<file path="src/hw/rtl/krt_pkg.sv">
// Shared types and constants for the keyed registration table.
// Used by the channel interfaces, the sequencer and the top level.
// Has no dependencies.
package krt_pkg;

   localparam int CAPACITY = 32;
   localparam int ADDR_W = (CAPACITY > 1) ? $clog2(CAPACITY) : 1;
   localparam int CNT_W = $clog2(CAPACITY + 1);

   localparam int CMD_W = 2;
   localparam int KEY_W = 32;
   localparam int HANDLE_W = 16;
   localparam int STATUS_W = 2;
   localparam int COUNT_OUT_W = 6;

   typedef enum logic [CMD_W-1:0] {
      CMD_LOOKUP = 2'd0,
      CMD_INSERT = 2'd1,
      CMD_REMOVE = 2'd2
   } cmd_type;

   typedef enum logic [STATUS_W-1:0] {
      STAT_OK        = 2'd0,
      STAT_NOT_FOUND = 2'd1,
      STAT_DUPLICATE = 2'd2,
      STAT_FULL      = 2'd3
   } status_type;

   typedef enum logic [2:0] {
      S_IDLE,
      S_SCAN,
      S_CMP,
      S_MOVE_RD,
      S_MOVE_WR,
      S_RESP
   } state_type;

   typedef struct packed {
      logic              wr_en;
      logic [ADDR_W-1:0] wr_addr;
      logic [ADDR_W-1:0] rd_addr;
   } mem_ctrl_type;

endpackage

</file>
<file path="src/hw/rtl/krt_req_if.sv">
// Request channel of the keyed registration table: valid, ready and one command word.
// Depends on krt_pkg for the field widths.
interface krt_req_if;
   logic                         valid;
   logic                         ready;
   logic [krt_pkg::CMD_W-1:0]    command;
   logic [krt_pkg::KEY_W-1:0]    client_key;
   logic [krt_pkg::HANDLE_W-1:0] client_handle;

   modport source(output valid, output command, output client_key, output client_handle,
                  input ready);
   modport sink(input valid, input command, input client_key, input client_handle,
                output ready);
endinterface

</file>
<file path="src/hw/rtl/krt_rsp_if.sv">
// Response channel of the keyed registration table: valid, ready and one result word.
// Depends on krt_pkg for the field widths.
interface krt_rsp_if;
   logic                            valid;
   logic                            ready;
   logic [krt_pkg::STATUS_W-1:0]    status;
   logic [krt_pkg::HANDLE_W-1:0]    found_handle;
   logic [krt_pkg::COUNT_OUT_W-1:0] entry_count;

   modport source(output valid, output status, output found_handle, output entry_count,
                  input ready);
   modport sink(input valid, input status, input found_handle, input entry_count,
                output ready);
endinterface

</file>
<file path="src/hw/rtl/krt_ram.sv">
// Generic simple dual-port RAM with one write port and one registered read port.
// No dependencies.
module krt_ram #(
   parameter int WIDTH = 32,
   parameter int DEPTH = 32
) (
   input  logic                                    clock,
   input  logic                                    wr_en,
   input  logic [((DEPTH > 1) ? $clog2(DEPTH) : 1)-1:0] wr_addr,
   input  logic [WIDTH-1:0]                        wr_data,
   input  logic [((DEPTH > 1) ? $clog2(DEPTH) : 1)-1:0] rd_addr,
   output logic [WIDTH-1:0]                        rd_data
);

   logic [WIDTH-1:0] mem_ff [DEPTH];
   logic [WIDTH-1:0] rd_data_ff;

   always_ff @(posedge clock) begin
      if (wr_en) begin
         mem_ff[wr_addr] <= wr_data;
      end
      rd_data_ff <= mem_ff[rd_addr];
   end

   assign rd_data = rd_data_ff;

endmodule

</file>
<file path="src/hw/rtl/krt_seq.sv">
// Sequencer of the keyed registration table: scans the stores one slot at a time through
// a single key comparator, then appends, moves or reports. Depends on krt_pkg and the
// channel interfaces.
module krt_seq (
   input  logic                           clock,
   input  logic                           reset,
   krt_req_if.sink                        req_if,
   krt_rsp_if.source                      rsp_if,
   output krt_pkg::mem_ctrl_type          mem,
   output logic [krt_pkg::KEY_W-1:0]      key_wdata,
   output logic [krt_pkg::HANDLE_W-1:0]   handle_wdata,
   input  logic [krt_pkg::KEY_W-1:0]      key_rdata,
   input  logic [krt_pkg::HANDLE_W-1:0]   handle_rdata
);

   krt_pkg::state_type             state_ff, state_in;
   logic [krt_pkg::CNT_W-1:0]      idx_ff, idx_in;
   logic [krt_pkg::CNT_W-1:0]      count_ff, count_in;
   logic [krt_pkg::CMD_W-1:0]      cmd_ff, cmd_in;
   logic [krt_pkg::KEY_W-1:0]      key_ff, key_in;
   logic [krt_pkg::HANDLE_W-1:0]   handle_ff, handle_in;
   krt_pkg::status_type            status_ff, status_in;
   logic [krt_pkg::HANDLE_W-1:0]   found_ff, found_in;

   logic                           accept;
   logic                           scan_end;
   logic                           key_match;
   logic                           is_full;
   logic                           at_last;
   logic [krt_pkg::CNT_W-1:0]      last_idx;

   assign accept    = req_if.valid && (state_ff == krt_pkg::S_IDLE);
   assign scan_end  = (idx_ff == count_ff);
   assign key_match = (key_rdata == key_ff);
   assign is_full   = (count_ff >= krt_pkg::CNT_W'(krt_pkg::CAPACITY));
   assign last_idx  = krt_pkg::CNT_W'(count_ff - krt_pkg::CNT_W'(1));
   assign at_last   = (idx_ff == last_idx);

   always_comb begin
      state_in = state_ff;
      unique case (state_ff)
         krt_pkg::S_IDLE: begin
            if (accept) begin
               if (req_if.command == krt_pkg::CMD_LOOKUP ||
                   req_if.command == krt_pkg::CMD_INSERT ||
                   req_if.command == krt_pkg::CMD_REMOVE) begin
                  state_in = krt_pkg::S_SCAN;
               end else begin
                  state_in = krt_pkg::S_RESP;
               end
            end
         end
         krt_pkg::S_SCAN: begin
            state_in = scan_end ? krt_pkg::S_RESP : krt_pkg::S_CMP;
         end
         krt_pkg::S_CMP: begin
            if (!key_match) begin
               state_in = krt_pkg::S_SCAN;
            end else if (cmd_ff == krt_pkg::CMD_REMOVE && !at_last) begin
               state_in = krt_pkg::S_MOVE_RD;
            end else begin
               state_in = krt_pkg::S_RESP;
            end
         end
         krt_pkg::S_MOVE_RD: state_in = krt_pkg::S_MOVE_WR;
         krt_pkg::S_MOVE_WR: state_in = krt_pkg::S_RESP;
         krt_pkg::S_RESP: begin
            if (rsp_if.ready) begin
               state_in = krt_pkg::S_IDLE;
            end
         end
         default: state_in = krt_pkg::S_IDLE;
      endcase
   end

   always_comb begin
      req_if.ready = (state_ff == krt_pkg::S_IDLE);
      rsp_if.valid = (state_ff == krt_pkg::S_RESP);
      mem.wr_en    = 1'b0;
      mem.wr_addr  = idx_ff[krt_pkg::ADDR_W-1:0];
      mem.rd_addr  = idx_ff[krt_pkg::ADDR_W-1:0];
      key_wdata    = key_rdata;
      handle_wdata = handle_rdata;
      unique case (state_ff)
         krt_pkg::S_SCAN: begin
            if (scan_end && cmd_ff == krt_pkg::CMD_INSERT && !is_full) begin
               mem.wr_en    = 1'b1;
               mem.wr_addr  = count_ff[krt_pkg::ADDR_W-1:0];
               key_wdata    = key_ff;
               handle_wdata = handle_ff;
            end
         end
         krt_pkg::S_MOVE_RD: mem.rd_addr = last_idx[krt_pkg::ADDR_W-1:0];
         krt_pkg::S_MOVE_WR: mem.wr_en = 1'b1;
         default: ;
      endcase
   end

   always_comb begin
      idx_in    = idx_ff;
      count_in  = count_ff;
      cmd_in    = cmd_ff;
      key_in    = key_ff;
      handle_in = handle_ff;
      status_in = status_ff;
      found_in  = found_ff;
      unique case (state_ff)
         krt_pkg::S_IDLE: begin
            if (accept) begin
               idx_in    = '0;
               cmd_in    = req_if.command;
               key_in    = req_if.client_key;
               handle_in = req_if.client_handle;
               status_in = krt_pkg::STAT_NOT_FOUND;
               found_in  = '0;
            end
         end
         krt_pkg::S_SCAN: begin
            if (scan_end && cmd_ff == krt_pkg::CMD_INSERT) begin
               if (is_full) begin
                  status_in = krt_pkg::STAT_FULL;
               end else begin
                  status_in = krt_pkg::STAT_OK;
                  count_in  = krt_pkg::CNT_W'(count_ff + krt_pkg::CNT_W'(1));
               end
            end
         end
         krt_pkg::S_CMP: begin
            if (key_match) begin
               if (cmd_ff == krt_pkg::CMD_INSERT) begin
                  status_in = krt_pkg::STAT_DUPLICATE;
               end else begin
                  status_in = krt_pkg::STAT_OK;
                  found_in  = handle_rdata;
                  if (cmd_ff == krt_pkg::CMD_REMOVE && at_last) begin
                     count_in = last_idx;
                  end
               end
            end else begin
               idx_in = krt_pkg::CNT_W'(idx_ff + krt_pkg::CNT_W'(1));
            end
         end
         krt_pkg::S_MOVE_WR: count_in = last_idx;
         default: ;
      endcase
   end

   always_ff @(posedge clock) begin
      if (reset) begin
         state_ff <= krt_pkg::S_IDLE;
         count_ff <= '0;
      end else begin
         state_ff <= state_in;
         count_ff <= count_in;
      end
      idx_ff    <= idx_in;
      cmd_ff    <= cmd_in;
      key_ff    <= key_in;
      handle_ff <= handle_in;
      status_ff <= status_in;
      found_ff  <= found_in;
   end

   assign rsp_if.status       = status_ff;
   assign rsp_if.found_handle = found_ff;
   assign rsp_if.entry_count  = krt_pkg::COUNT_OUT_W'(count_ff);

endmodule

</file>
<file path="src/hw/rtl/keyed_registration_table.sv">
// Top level of the keyed registration table: key and handle stores plus the sequencer.
// Depends on krt_pkg, krt_req_if, krt_rsp_if, krt_ram and krt_seq.
//
// The request channel carries a command word (lookup, insert or remove), a 32-bit key
// and a 16-bit handle. The response channel returns one word per request: a status,
// the handle found or removed, and the entry count after the operation.
// Entries stay packed in slots 0 to n-1, where n is the entry count. One key comparator
// walks the slots in order, and each slot passes through a scan and a compare state
// because the key RAM has a registered read. A hit ends the walk at its slot; a miss,
// as in any insert that is not a duplicate, walks all n slots. A remove that moves
// the last entry into the freed slot adds a move-read and a move-write state. An unused
// command code goes straight to the response without a scan. Only one request is in
// flight; the request side is not ready again until the response word has been taken.
// Reset empties the table at once; no clearing pass runs and the stores are not cleared.
// While the receiver stalls, the response word holds and no new request is accepted.
module keyed_registration_table (
   input logic       clock,
   input logic       reset,
   krt_req_if.sink   req_if,
   krt_rsp_if.source rsp_if
);

   krt_pkg::mem_ctrl_type          mem;
   logic [krt_pkg::KEY_W-1:0]      key_wdata;
   logic [krt_pkg::KEY_W-1:0]      key_rdata;
   logic [krt_pkg::HANDLE_W-1:0]   handle_wdata;
   logic [krt_pkg::HANDLE_W-1:0]   handle_rdata;

   krt_ram #(
      .WIDTH(krt_pkg::KEY_W),
      .DEPTH(krt_pkg::CAPACITY)
   ) u_key_ram (
      .clock  (clock),
      .wr_en  (mem.wr_en),
      .wr_addr(mem.wr_addr),
      .wr_data(key_wdata),
      .rd_addr(mem.rd_addr),
      .rd_data(key_rdata)
   );

   krt_ram #(
      .WIDTH(krt_pkg::HANDLE_W),
      .DEPTH(krt_pkg::CAPACITY)
   ) u_handle_ram (
      .clock  (clock),
      .wr_en  (mem.wr_en),
      .wr_addr(mem.wr_addr),
      .wr_data(handle_wdata),
      .rd_addr(mem.rd_addr),
      .rd_data(handle_rdata)
   );

   krt_seq u_seq (
      .clock       (clock),
      .reset       (reset),
      .req_if      (req_if),
      .rsp_if      (rsp_if),
      .mem         (mem),
      .key_wdata   (key_wdata),
      .handle_wdata(handle_wdata),
      .key_rdata   (key_rdata),
      .handle_rdata(handle_rdata)
   );

`ifndef SYNTH
   a_one_in_flight: assert property (@(posedge clock) disable iff (reset)
      !(req_if.ready && rsp_if.valid))
      else $error("request side ready while a response word is pending");

   a_ready_after_rsp: assert property (@(posedge clock) disable iff (reset)
      (rsp_if.valid && rsp_if.ready) |=> req_if.ready)
      else $error("request side not ready after the response word was taken");

   a_no_write_when_idle: assert property (@(posedge clock) disable iff (reset)
      mem.wr_en |-> (!req_if.ready && !rsp_if.valid))
      else $error("store written outside of an operation");

   a_handle_only_on_ok: assert property (@(posedge clock) disable iff (reset)
      (rsp_if.valid && rsp_if.found_handle != '0) |-> (rsp_if.status == krt_pkg::STAT_OK))
      else $error("nonzero handle returned with a failing status");
`endif

endmodule

</file>
<file path="src/flat_wrapper.sv">
// flat-port wrapper written by rule: the top's interface ports become plain ports
module keyed_registration_table_flat 
  (clock, reset, req_if_valid, req_if_command, req_if_client_key, req_if_client_handle, req_if_ready, rsp_if_valid, rsp_if_status, rsp_if_found_handle, rsp_if_entry_count, rsp_if_ready);
  krt_req_if req_if_i ();
  krt_rsp_if rsp_if_i ();
  input logic clock;
  input logic reset;
  input wire logic [$bits(req_if_i.valid)-1:0] req_if_valid;
  input wire logic [$bits(req_if_i.command)-1:0] req_if_command;
  input wire logic [$bits(req_if_i.client_key)-1:0] req_if_client_key;
  input wire logic [$bits(req_if_i.client_handle)-1:0] req_if_client_handle;
  output wire logic [$bits(req_if_i.ready)-1:0] req_if_ready;
  output wire logic [$bits(rsp_if_i.valid)-1:0] rsp_if_valid;
  output wire logic [$bits(rsp_if_i.status)-1:0] rsp_if_status;
  output wire logic [$bits(rsp_if_i.found_handle)-1:0] rsp_if_found_handle;
  output wire logic [$bits(rsp_if_i.entry_count)-1:0] rsp_if_entry_count;
  input wire logic [$bits(rsp_if_i.ready)-1:0] rsp_if_ready;
  assign req_if_i.valid = req_if_valid;
  assign req_if_i.command = req_if_command;
  assign req_if_i.client_key = req_if_client_key;
  assign req_if_i.client_handle = req_if_client_handle;
  assign req_if_ready = req_if_i.ready;
  assign rsp_if_valid = rsp_if_i.valid;
  assign rsp_if_status = rsp_if_i.status;
  assign rsp_if_found_handle = rsp_if_i.found_handle;
  assign rsp_if_entry_count = rsp_if_i.entry_count;
  assign rsp_if_i.ready = rsp_if_ready;
  keyed_registration_table u_core (.clock(clock), .reset(reset), .req_if(req_if_i), .rsp_if(rsp_if_i));
endmodule
</file>
<file path="config.mk">
export PLATFORM = sky130hd
export DESIGN_NAME = keyed_registration_table_flat
export DESIGN_NICKNAME = d
export VERILOG_FILES = /design/src/hw/rtl/krt_pkg.sv /design/src/hw/rtl/krt_req_if.sv /design/src/hw/rtl/krt_rsp_if.sv /design/src/hw/rtl/krt_ram.sv /design/src/hw/rtl/krt_seq.sv /design/src/hw/rtl/keyed_registration_table.sv /design/src/flat_wrapper.sv
export SDC_FILE = /design/constraint.sdc
export NUM_CORES = 2
export LEC_CHECK = 0
export ABC_AREA = 1
export BUFFER_PORTS_ARGS = -buffer_cell sky130_fd_sc_hd__buf_2
export CAP_MARGIN = 20
export CORE_MARGIN = 1
export CORE_UTILIZATION = 35
export DETAILED_ROUTE_END_ITERATION = 8
export GPL_TIMING_DRIVEN = 0
export PLACE_DENSITY = 0.47
export SYNTH_ARGS = -nofsm -noshare
export SYNTH_HDL_FRONTEND = slang
export SYNTH_HIERARCHICAL = 1
export SYNTH_SLANG_ARGS = --single-unit
</file>
<file path="constraint.sdc">
create_clock -name clock -period 3.8 [get_ports clock]
set_input_delay 0 -clock clock [delete_from_list [all_inputs] [get_ports clock]]
set_output_delay 0 -clock clock [all_outputs]
set_load 0.01 [all_outputs]
</file>
==> run summary <==
nets = 6541
Non-Filler Instances = 9260
power per standard cell area = 796.0 mW/mm^2
outcome = finished, violations left
detailed route wirelength on metal3 = 15.46 mm
number of global-route vias before repair = 45273
Synthesis Warnings = 6
WS Path Type = flop to flop
kind of start point of the critical path = flop
number of CTS-inserted buffers = 182
Sw Share = 39.66%
Routed WL per cell = 24.91 um
number of distinct library cell variants in the gate-level netlist after synthesis = 36
combinational share of power = 38.6%
Clock Skews = 32.55 ps
overall global routing resource usage = 23.13%
kind of end point of the critical path = flop
wire length on met1 = 102.2 mm
Synthesized Nets = 5998
flop and latch count out of synthesis = 1667
register area = 0.04949 sq mm
period utilization = 100.2%
Syn Inst Count = 5941
violated checks = negative setup slack
mean number of vias per cell = 5.139
most used standard cells in the synthesized netlist = sky130_fd_sc_hd__nand2_1 (2347), sky130_fd_sc_hd__edfxtp_1 (1610), sky130_fd_sc_hd__nand3_1 (1187)
max layer used = met5
portion of the post-synthesis area used by sequential elements = 72.19%
Worst Path Max Fanout = 12
routed wl met2 = 105.5 mm
cell at the root of the clock tree = sky130_fd_sc_hd__clkbuf_16
final-report hold violation count = 0
sequential share of power = 36.0%
total die area = 0.1976 sq mm
number of vias in the routed layout = 47586
maximum count of clock buffers along a single path = 3
largest area contributor in the synthesized netlist = sky130_fd_sc_hd__edfxtp_1
leakage power summed over all cells = 31.08 nW
GRT overflow = 0
count of placed standard cells including taps = 8757
fin crit period = 3808 ps
clock network power share = 25.5%
per-instance average area after synthesis = 11.54 sq um
transition time at the pin with the least slew margin = 1050 ps
sw power = 26.21 mW
filler cell count = 18229
number of antenna violations at the first check in global routing = 9
clock slew seen by the registers of the worst setup and hold paths = 60 ps
post-detail-place hpwl = 158.1 mm
H-Tree Depth = 4
most numerous cell in the Yosys netlist = sky130_fd_sc_hd__nand2_1
DRT Wirelength = 230.6 mm
RSZ-0062 raised after global routing = true
std cell rows = 162
first-pass GRT wire length = 327.0 mm
Worst EP required = 4340 ps
violation count after the first detailed-route iteration = 4912
number of max-cap violations = 0
netlist area before placement = 0.06855 sq mm
worst-skew pair later-pin latency = 830 ps
area used by multi-input combinational logic = 0.01705 sq mm
detailed-router iteration count before antenna repair = 6
proportion of layout cells with a drive suffix above 1 = 14.12%
P_int = 39.87 mW
Yosys top cell area share = 70.53%
dominant register cell in the synthesized netlist = sky130_fd_sc_hd__edfxtp_1
area of the core region = 0.1948 sq mm
VDD IR-drop max = 0.5288 mV
count of pins on the block boundary = 80
clock tree sinks = 1667
Initial Utilization = 35.19%
count of final setup violators = 16
number of remaining DRC errors = 0
Setup WS post-layout = -8.159 ps
Layout Utilization = 42.62%
worst rel slew slack = 29.26%
pin count of the biggest net entering global routing = 33
number of flops mapped to enable cells by yosys = 1610
TritonCTS clock tree = built
buffers added on ports = 79
worst hold path type = input port to flop
count of pins over their slew limit = 0
placer's final routability congestion estimate = 0.9641
post-route ant nets = 0
ys async rst share = 0%
layout-stage area growth over the synthesis result = 21.11%
maximum operating frequency = 0.2626 GHz
horizontal extent of the die = 444.6 um
cell types occupying the most area after synthesis = sky130_fd_sc_hd__edfxtp_1 (71%), sky130_fd_sc_hd__nand2_1 (13%), sky130_fd_sc_hd__nand3_1 (8.7%), sky130_fd_sc_hd__dfxtp_1 (1.7%), sky130_fd_sc_hd__buf_6 (1.6%)
height of the die = 444.6 um
data arrival time of the critical path = 4340 ps
final worst hold slack = 94.00 ps
==> logic make-up (layout without fill, tap and decap cells) <==
| logic type | after synthesis | in the layout | share of synthesized area [%] |
|---|---|---|---|
| fa+ha+maj | 3 | 3 | 0.05476 |
| simple gates | 3709 | 3709 | 22.62 |
| other cells | 0 | 6 | 0 |
| xor+xnor | 12 | 12 | 0.1533 |
| mux | 2 | 2 | 0.04381 |
| compound gates | 74 | 74 | 0.6479 |
| buf+inv | 474 | 1163 | 4.289 |
| flops | 1667 | 1667 | 72.19 |
==> layout by cell type (no fill, tap or decap), drive strengths merged <==
cell type      instances
nand2               2352
edfxtp              1610
nand3               1190
buf                  530
clkbuf               310
nor2                 155
inv                  135
dlygate4sd3          107
clkinv                70
dfxtp                 57
o21ai                 49
a21oi                 24
xor2                   9
nor3                   7
diode                  6
bufinv                 5
clkinvlp               4
xnor2                  3
nand4                  3
ha                     3
mux2                   2
clkdlybuf4s15          1
and2                   1
dlygate4sd1            1
nor4                   1
o21bai                 1
==> path summary, 6_finish.rpt <==
path / from / endpoint / slack, ps / cells past startpoint
worst max register to register: u_core/u_seq/idx_ff[0]$_SDFFCE_PN0P_ / u_core/u_handle_ram/mem_ff[7][9]$_DFFE_PP_ / -8 / 14
worst max-delay path: u_core/u_seq/idx_ff[0]$_SDFFCE_PN0P_ / u_core/u_handle_ram/mem_ff[7][9]$_DFFE_PP_ / -8 / 14
worst min register to register: u_core/u_handle_ram/rd_data[2]$_DFF_P_ / u_core/u_seq/rsp_if.found_handle[2]$_SDFFCE_PN0P_ / 570 / 2
worst min-delay path: reset / u_core/u_seq/rsp_if.entry_count[4]$_SDFFE_PP0P_ / 90 / 5
==> area by class of cell <==
| cell class | instances | area share [%] |
|---|---|---|
| antenna | 6 | 0.01808 |
| buffer | 346 | 2.999 |
| clock buffer | 244 | 6.030 |
| clock inverter | 86 | 0.6993 |
| inverter | 128 | 0.5998 |
| multi-input combinational | 3800 | 20.53 |
| sequential | 1667 | 59.61 |
| tap | 2624 | 3.955 |
| timing repair buffer | 359 | 5.561 |
==> state kept, by name (all words and copies together), names as in the netlist <==
name                              count
u_core/u_seq/cmd_ff                   2
u_core/u_seq/state_ff                 3
u_core/u_seq/rsp_if.entry_count       6
u_core/u_key_ram/mem_ff            1024
u_core/u_seq/key_ff                  32
u_core/u_seq/handle_ff               16
u_core/u_seq/rsp_if.status            2
u_core/u_seq/rsp_if.found_handle     16
u_core/u_seq/idx_ff                   6
u_core/u_key_ram/rd_data             32
u_core/u_handle_ram/mem_ff          512
u_core/u_handle_ram/rd_data          16
==> critical path: stages, from the launching register on <==
cell                       delay, ps
sky130_fd_sc_hd__edfxtp_1        510
sky130_fd_sc_hd__inv_1           150
sky130_fd_sc_hd__nand2_1          60
sky130_fd_sc_hd__nand2_1          70
sky130_fd_sc_hd__nand3_1         110
sky130_fd_sc_hd__nor2_4          140
sky130_fd_sc_hd__nand2_4          70
sky130_fd_sc_hd__inv_2            60
sky130_fd_sc_hd__nand3_2         330
sky130_fd_sc_hd__buf_6           340
sky130_fd_sc_hd__buf_6           210
sky130_fd_sc_hd__nand2_4         260
sky130_fd_sc_hd__nand3_2         390
sky130_fd_sc_hd__nor2_2          560
sky130_fd_sc_hd__buf_8           230
==> power groups by stage <==
stage          registers (mW)  logic [mW]  clock network [mW]
2_1_floorplan            24.1        13.2                   0
4_1_cts                  23.8        25.3                17.2
6_report                 23.8        25.5                16.8
3_5_place_dp             24.2        25.0                   0
3_3_place_gp             24.5        23.2                   0
5_1_grt                  23.8        27.3                17.8
==> per-layer routing <==
metal	up-vias	GRT usage, %
met5	-	0
met4	2	7.947
met3	329	3.256
met2	1661	36.25
met1	23954	32.88
li1	21640	-
==> what timing repair did <==
item,4_1_cts,5_1_grt
buffers inserted,60,0
hold buffers,107,0
gates resized for setup,37,34
pin swaps,37,2
setup endpoints to repair,1566,216
hold endpoints to repair,117,0
==> per-stage QoR <==
stage | cell area, sq um | TNS, ps | total power, mW | setup WS (ps)
global route | 83010 | -9148 | 68.98 | -117.1
floorplan | 68550 | 0 | 37.33 | 161.4
CTS | 82940 | 0 | 66.20 | 5.725
detailed placement | 75400 | -979080 | 49.18 | -1043
global placement | 72230 | -4487450 | 47.67 | -3107
finish | 83020 | -90.41 | 66.08 | -8.159
(Power assumes the default switching activity.)
